## config.mk

```make
export PLATFORM = sky130hd
export DESIGN_NAME = sv39ptw_walk
export DESIGN_NICKNAME = d
export VERILOG_FILES = /design/src/sv39ptw_pkg.sv /design/src/sv39ptw_walk.sv
export SDC_FILE = /design/constraint.sdc
export NUM_CORES = 1
export LEC_CHECK = 0
export BUFFER_PORTS_ARGS = -buffer_cell sky130_fd_sc_hd__buf_4
export CORE_AREA = 2 2 180 182
export CTS_BUF_LIST = sky130_fd_sc_hd__clkbuf_8
export CTS_CLUSTER_DIAMETER = 150
export DETAILED_ROUTE_END_ITERATION = 16
export DIE_AREA = 0 0 182 184
export SKIP_LAST_GASP = 1
export SYNTH_ARGS = -nofsm -noshare
export SYNTH_HDL_FRONTEND = slang
export SYNTH_SLANG_ARGS = --single-unit
```

## constraint.sdc

```tcl
create_clock -name i_clk -period 6 [get_ports i_clk]
set_input_delay 1.2 -clock i_clk [delete_from_list [all_inputs] [get_ports i_clk]]
set_output_delay 1.2 -clock i_clk [all_outputs]
set_load 0.01 [all_outputs]
```

## src/sv39ptw_pkg.sv

```systemverilog
// Shared types, constants and codes for the Sv39 page table walker.
package sv39ptw_pkg;

    // Defaults for the top-level parameters
    localparam int DEF_STORE_PAGES   = 16;
    localparam int DEF_VA_LIMIT_BITS = 38;

    // Fixed Sv39 geometry
    localparam int ENTRIES_PER_TABLE = 512;
    localparam int VPN_W             = $clog2(ENTRIES_PER_TABLE);
    localparam int PAGE_OFS_W        = 12;
    localparam int VA_W              = 64;
    localparam int PTE_W             = 64;
    localparam int PPN_W             = 44;
    localparam int PPA_W             = PPN_W + PAGE_OFS_W;
    localparam int FLAG_W            = 10;
    localparam int PTE_PPN_LSB       = 10;
    localparam int WORD_IDX_W        = 13;
    localparam int CFG_IDX_W         = 1;

    // Virtual page number fields per level
    localparam int VPN0_LSB = PAGE_OFS_W;
    localparam int VPN1_LSB = PAGE_OFS_W + VPN_W;
    localparam int VPN2_LSB = PAGE_OFS_W + 2 * VPN_W;

    // PTE flag bit positions
    localparam int PTE_V_BIT = 0;
    localparam int PTE_W_BIT = 2;
    localparam int PTE_U_BIT = 4;

    // Item operations
    localparam logic OP_WRITE     = 1'b0;
    localparam logic OP_TRANSLATE = 1'b1;

    // Configuration register indexes
    localparam logic [CFG_IDX_W-1:0] CFG_ROOT_PAGE  = 1'b0;
    localparam logic [CFG_IDX_W-1:0] CFG_STORE_BASE = 1'b1;

    typedef enum logic [2:0] {
        ST_OK           = 3'd0,
        ST_VA_HIGH      = 3'd1,
        ST_PTR_INVALID  = 3'd2,
        ST_LEAF_INVALID = 3'd3,
        ST_NOT_USER     = 3'd4,
        ST_NOT_WRITE    = 3'd5,
        ST_OUTSIDE      = 3'd6
    } t_status;

    typedef enum logic [1:0] {
        WS_IDLE,
        WS_L2,
        WS_L1,
        WS_L0
    } t_walk_state;

    typedef struct packed {
        logic [PPN_W-1:0] root_page;
        logic [PPN_W-1:0] store_base;
    } t_cfg;

    typedef struct packed {
        logic [PPA_W-1:0]  ppa;
        logic [FLAG_W-1:0] flags;
        t_status           status;
    } t_result;

endpackage

```

## src/sv39ptw_walk.sv

```systemverilog
// Walk sequencer: item decode, per-level lookup addressing, leaf checks and result register.
module sv39ptw_walk #(
    parameter int STORE_PAGES   = sv39ptw_pkg::DEF_STORE_PAGES,
    parameter int VA_LIMIT_BITS = sv39ptw_pkg::DEF_VA_LIMIT_BITS
) (
    input  logic                                i_clk,
    input  logic                                i_rst_n,
    input  sv39ptw_pkg::t_cfg                   i_cfg,
    input  logic                                i_start,
    output logic                                o_busy,
    input  logic                                i_operation,
    input  logic [sv39ptw_pkg::WORD_IDX_W-1:0]  i_word_index,
    input  logic [sv39ptw_pkg::PTE_W-1:0]       i_word_data,
    input  logic [sv39ptw_pkg::VA_W-1:0]        i_virtual_address,
    input  logic                                i_need_user,
    input  logic                                i_need_write,
    input  logic                                i_clearing,
    output logic                                o_wr_en,
    output logic [$clog2(STORE_PAGES * sv39ptw_pkg::ENTRIES_PER_TABLE)-1:0] o_wr_addr,
    output logic [sv39ptw_pkg::PTE_W-1:0]       o_wr_data,
    output logic                                o_rd_en,
    output logic [$clog2(STORE_PAGES * sv39ptw_pkg::ENTRIES_PER_TABLE)-1:0] o_rd_addr,
    input  logic [sv39ptw_pkg::PTE_W-1:0]       i_rd_data,
    output logic                                o_res_valid,
    output sv39ptw_pkg::t_result                o_res
);

    localparam int STORE_WORDS = STORE_PAGES * sv39ptw_pkg::ENTRIES_PER_TABLE;
    localparam int ADDR_W      = $clog2(STORE_WORDS);
    localparam int PAGE_W      = $clog2(STORE_PAGES);
    localparam int VPN_W       = sv39ptw_pkg::VPN_W;
    localparam int PPN_W       = sv39ptw_pkg::PPN_W;
    localparam int CMP_W       = (ADDR_W + 1 > sv39ptw_pkg::WORD_IDX_W) ?
                                 ADDR_W + 1 : sv39ptw_pkg::WORD_IDX_W;

    sv39ptw_pkg::t_walk_state r_state, n_state;
    logic [2*VPN_W-1:0]       r_vpn_lo;
    logic                     r_need_user;
    logic                     r_need_write;
    logic                     r_res_valid, n_res_valid;
    sv39ptw_pkg::t_result     r_res, n_res;

    logic                     w_accept;
    logic                     w_va_high;
    logic [PPN_W-1:0]         w_lk_page;
    logic [VPN_W-1:0]         w_lk_idx;
    logic [PPN_W-1:0]         w_rel;
    logic                     w_inside;
    logic                     w_entry_v;

    assign o_busy    = i_clearing || (r_state != sv39ptw_pkg::WS_IDLE);
    assign w_accept  = i_start && !o_busy;
    assign w_va_high = |i_virtual_address[sv39ptw_pkg::VA_W-1:VA_LIMIT_BITS];
    assign w_entry_v = i_rd_data[sv39ptw_pkg::PTE_V_BIT];

    // Pick the table page and index of the next lookup
    always_comb begin
        w_lk_page = '0;
        w_lk_idx  = '0;
        case (r_state)
            sv39ptw_pkg::WS_IDLE: begin
                w_lk_page = i_cfg.root_page;
                w_lk_idx  = i_virtual_address[sv39ptw_pkg::VPN2_LSB +: VPN_W];
            end
            sv39ptw_pkg::WS_L2: begin
                w_lk_page = i_rd_data[sv39ptw_pkg::PTE_PPN_LSB +: PPN_W];
                w_lk_idx  = r_vpn_lo[VPN_W +: VPN_W];
            end
            sv39ptw_pkg::WS_L1: begin
                w_lk_page = i_rd_data[sv39ptw_pkg::PTE_PPN_LSB +: PPN_W];
                w_lk_idx  = r_vpn_lo[0 +: VPN_W];
            end
            default: begin
                w_lk_page = '0;
                w_lk_idx  = '0;
            end
        endcase
    end

    // Page offset into the store wraps modulo 2^44
    assign w_rel     = w_lk_page - i_cfg.store_base;
    assign w_inside  = (w_rel < PPN_W'(STORE_PAGES));
    assign o_rd_addr = {w_rel[PAGE_W-1:0], w_lk_idx};

    // Table write goes straight to the store on accept
    assign o_wr_en   = w_accept && (i_operation == sv39ptw_pkg::OP_WRITE) &&
                       (CMP_W'(i_word_index) < CMP_W'(STORE_WORDS));
    assign o_wr_addr = ADDR_W'(i_word_index);
    assign o_wr_data = i_word_data;

    always_comb begin
        n_state = r_state;
        case (r_state)
            sv39ptw_pkg::WS_IDLE: begin
                if (w_accept && (i_operation == sv39ptw_pkg::OP_TRANSLATE) &&
                    !w_va_high && w_inside) begin
                    n_state = sv39ptw_pkg::WS_L2;
                end
            end
            sv39ptw_pkg::WS_L2: begin
                n_state = (w_entry_v && w_inside) ? sv39ptw_pkg::WS_L1 : sv39ptw_pkg::WS_IDLE;
            end
            sv39ptw_pkg::WS_L1: begin
                n_state = (w_entry_v && w_inside) ? sv39ptw_pkg::WS_L0 : sv39ptw_pkg::WS_IDLE;
            end
            sv39ptw_pkg::WS_L0: begin
                n_state = sv39ptw_pkg::WS_IDLE;
            end
            default: begin
                n_state = sv39ptw_pkg::WS_IDLE;
            end
        endcase
    end

    always_comb begin
        o_rd_en     = 1'b0;
        n_res_valid = 1'b0;
        n_res       = '0;
        case (r_state)
            sv39ptw_pkg::WS_IDLE: begin
                if (w_accept) begin
                    if (i_operation == sv39ptw_pkg::OP_WRITE) begin
                        n_res_valid = 1'b1;
                    end else if (w_va_high) begin
                        n_res_valid  = 1'b1;
                        n_res.status = sv39ptw_pkg::ST_VA_HIGH;
                    end else if (!w_inside) begin
                        n_res_valid  = 1'b1;
                        n_res.status = sv39ptw_pkg::ST_OUTSIDE;
                    end else begin
                        o_rd_en = 1'b1;
                    end
                end
            end
            sv39ptw_pkg::WS_L2, sv39ptw_pkg::WS_L1: begin
                if (!w_entry_v) begin
                    n_res_valid  = 1'b1;
                    n_res.status = sv39ptw_pkg::ST_PTR_INVALID;
                end else if (!w_inside) begin
                    n_res_valid  = 1'b1;
                    n_res.status = sv39ptw_pkg::ST_OUTSIDE;
                end else begin
                    o_rd_en = 1'b1;
                end
            end
            sv39ptw_pkg::WS_L0: begin
                // Leaf: valid first, then user, then write
                n_res_valid = 1'b1;
                n_res.flags = i_rd_data[sv39ptw_pkg::FLAG_W-1:0];
                if (!w_entry_v) begin
                    n_res.status = sv39ptw_pkg::ST_LEAF_INVALID;
                end else if (r_need_user && !i_rd_data[sv39ptw_pkg::PTE_U_BIT]) begin
                    n_res.status = sv39ptw_pkg::ST_NOT_USER;
                end else if (r_need_write && !i_rd_data[sv39ptw_pkg::PTE_W_BIT]) begin
                    n_res.status = sv39ptw_pkg::ST_NOT_WRITE;
                end else begin
                    n_res.ppa = {i_rd_data[sv39ptw_pkg::PTE_PPN_LSB +: PPN_W],
                                 {sv39ptw_pkg::PAGE_OFS_W{1'b0}}};
                end
            end
            default: begin
                o_rd_en = 1'b0;
            end
        endcase
    end

    always_ff @(posedge i_clk) begin
        if (!i_rst_n) begin
            r_state     <= sv39ptw_pkg::WS_IDLE;
            r_res_valid <= 1'b0;
        end else begin
            r_state     <= n_state;
            r_res_valid <= n_res_valid;
        end
    end

    // Hold the lower VPN fields and permission requests for the walk
    always_ff @(posedge i_clk) begin
        if (w_accept) begin
            r_vpn_lo     <= i_virtual_address[sv39ptw_pkg::VPN0_LSB +: 2*VPN_W];
            r_need_user  <= i_need_user;
            r_need_write <= i_need_write;
        end
        r_res <= n_res;
    end

    assign o_res_valid = r_res_valid;
    assign o_res       = r_res;

endmodule

```

==> results.sh <==
export IMPL_fmax_mhz=162
export IMPL_num_fill_cells=3320
export IMPL_peakVddDrop_mv=0.131
export IMPL_fin_crit_sh_pct=103
export IMPL_dp_hpwl_um=24000
export IMPL_synth_edf_count=20
export IMPL_timing_worst_setup_path_type="input pin to output port"
export IMPL_ys_warnings_count=0
export IMPL_max_slew_worst_pin_slew_ns=1.28
export IMPL_rows=65
export IMPL_synth_distinct_cells=74
export IMPL_ctsHoldBuffers=0
export IMPL_layout_nets=1615
export IMPL_netlist_instances=950
export IMPL_die_h_um=184
export IMPL_yosys_top_cells_area="dfxtp_1, buf_4, ha_1"
export IMPL_outcome="complete, but fails checks"
export IMPL_drive_gt1_share_pct=37.9
export IMPL_htreeDepth=3
export IMPL_cts_made_buffers=9
export IMPL_first_pass_iters=5
export IMPL_failed_checks="negative setup slack"
export IMPL_diodes=0
export IMPL_leakagePower_nw=5.10
export IMPL_cts_tree="yes"
export IMPL_drv_cap=0
export IMPL_r2r_slack_ns=1.11
export IMPL_hold_viol_final=0
export IMPL_gp_congestion=0.883
export IMPL_clock_latency_ns=0.37
export IMPL_final_common_cell="buf_4"
export IMPL_start_kind="input pin"
export IMPL_rsz0062_at_grt="yes"
export IMPL_core_area_mm2=0.0314
export IMPL_final_util_pct=33.6
export IMPL_mostFrequentLayoutCells="buf_4, nor2_1, inv_1, a21oi_1, dfxtp_1"
export IMPL_async_flop_share_pct=0
export IMPL_routedWlPerCell_um=17.3
export IMPL_required_ns=4.80
export IMPL_antenna_found_initial=0
export IMPL_synthFlopType="dfxtp_1"
export IMPL_synthToLayoutAreaGrowth_pct=43.8
export IMPL_synth_seq_cells=80
export IMPL_post_cts_buffers=0
export IMPL_fin_ws_ns=-0.172
export IMPL_slew_headroom_pct=14.3
export IMPL_setup_violations_final=1
export IMPL_clkTransAtPathRegs_ns=0.09
export IMPL_io_pins=463
export IMPL_final_max_slew_viol_count=0
export IMPL_start_util_pct=23.3
export IMPL_clockBufferDepth=2
export IMPL_synth_area_leader_cell="dfxtp_1"
export IMPL_die_x_um=182
export IMPL_grt_pass1_wl_um=43700
export IMPL_vias=8318
export IMPL_io_buffers=274
export IMPL_clockRootBuffer="clkbuf_8"
export IMPL_arrival_ns=4.97
export IMPL_first_global_vias=8177
export IMPL_grtUsageTotal_pct=16.4
export IMPL_viasPerCell=4.97
export IMPL_wirelength_um=29000
export IMPL_clock_sinks=80
export IMPL_dr_first_iter_drc_count=458
export IMPL_final_min_clock_period_ns=6.17
export IMPL_crit_fanout=4
export IMPL_synth_top_area_share_pct=16.4
export IMPL_hold_path_class="flip-flop to flip-flop"
export IMPL_total_power_mw=2.13
export IMPL_postRouteAntennaNets=0
export IMPL_timing_critical_path_to_type="output port"
export IMPL_syn_area_mm2=0.00732
export IMPL_grt_overflow=0
export IMPL_seq_area_frac_synth_pct=24.6
export IMPL_power_density_mw_per_mm2=202
export IMPL_syn_area_per_cell_um2=7.71
export IMPL_drc=0
export IMPL_finClkSkew_ns=0.0118
export IMPL_grt_max_degree=46
export IMPL_dieArea_mm2=0.0335
[critical path, cell delays in order]
cell       delay (ns)
buf_4            0.11
a22oi_1          0.14
or2_2            0.13
ha_1             0.15
inv_1            0.05
fa_1             0.39
a21o_1           0.26
a221o_1          0.38
a21oi_2          0.21
o41ai_2          0.10
or3_1            0.35
a2111oi_2        0.32
nand4_1          0.19
or4_4            0.48
nor4_4           0.19
and2_4           0.19
buf_4            0.12
[timing repair]
item | 4_1_cts | 5_1_grt
endpoints found under the setup margin | 1 | 1
hold endpoints to repair | 0 | 0
gates resized for setup | 8 | 4
pin swaps | 9 | 3
[power breakdown]
part | leakage, nW | internal [mW] | switching [mW] | total [mW]
clock network | 0.0913 | 0.193 | 0.223 | 0.416
logic | 4.34 | 0.551 | 0.595 | 1.15
registers | 0.670 | 0.563 | 0.00259 | 0.565
total | 5.10 | 1.31 | 0.821 | 2.13
[area by class of cell]
class	instances	area, µm²	area share (%)
tap	402	503	4.77
timing repair buffer	440	3320	31.5
multi-input combinational	674	4490	42.7
clock buffer	9	124	1.18
inverter	60	225	2.14
clock inverter	7	70.1	0.665
sequential	80	1800	17.1
[per-stage QoR]
step | worst slack, ns | cell area, µm² | hold WS [ns] | setup TNS, ns | std cells
final | -0.172 | 10500 | 0.662 | -0.172 | 1672
after detailed placement | -0.494 | 10300 | 0.601 | -0.494 | 1656
after floorplan | 0.0938 | 7360 | 0.542 | 0 | 961
after global routing | -0.420 | 10500 | 0.693 | -0.420 | 1672
after global placement | -0.527 | 10300 | 0.603 | -0.527 | 1656
after CTS | -0.220 | 10500 | 0.666 | -0.220 | 1672
[synth_stat cells (all sizes together), types with 6 or more instances]
cell type  number
nor3           13
a21oi          63
clkbuf         45
ha             49
a21o           11
o22ai           6
nand4          23
o21ai          39
and2           13
xnor2          11
nand3          19
a22oi          44
edfxtp         20
mux2i           7
buf           102
a2111oi         6
and3           49
nand2          57
a211oi          8
inv            60
nor2           91
or3            10
a311oi          6
a222oi          9
o21a           19
dfxtp          60
nor4           14
o211ai          6
nor2b           8
[state kept, by name, indices dropped and copies added, names as in the netlist]
| register | count |
|---|---|
| r_need_write | 1 |
| r_vpn_lo | 18 |
| o_res_valid | 1 |
| o_res | 57 |
| r_state | 2 |
| r_need_user | 1 |
[worst paths after layout]
| check | startpoint | endpoint | depth (start not counted) |
|---|---|---|---|
| max | i_cfg[44] | o_rd_en | 17 |
| min | r_state[1] | r_state[1] | 3 |
| max reg2reg | r_state[0] | o_res[1] | 18 |
| min reg2reg | r_state[1] | r_state[1] | 3 |
[layer usage]
metal,track usage [%],share of wire (%),wire length (µm),up-vias
met5,0,0,0,-
met4,5.03,1.8,510,0
met3,2.16,5.7,1640,32
met2,30.5,51,14700,294
met1,19.5,42,12200,3981
li1,-,-,-,4011
[cell families after synthesis]
group                      share of synthesized area [%]
AOI/OAI and AO/OA                                   25.7
xor gates and xnor gates                            1.79
adders and majority gates                           8.65
buffers and inverters                               15.4
DFF                                                 24.6
muxes                                               1.42
other                                             0.0512
and+or+nand+nor                                     22.3
No activity file was read; power rests on OpenSTA's default activity.
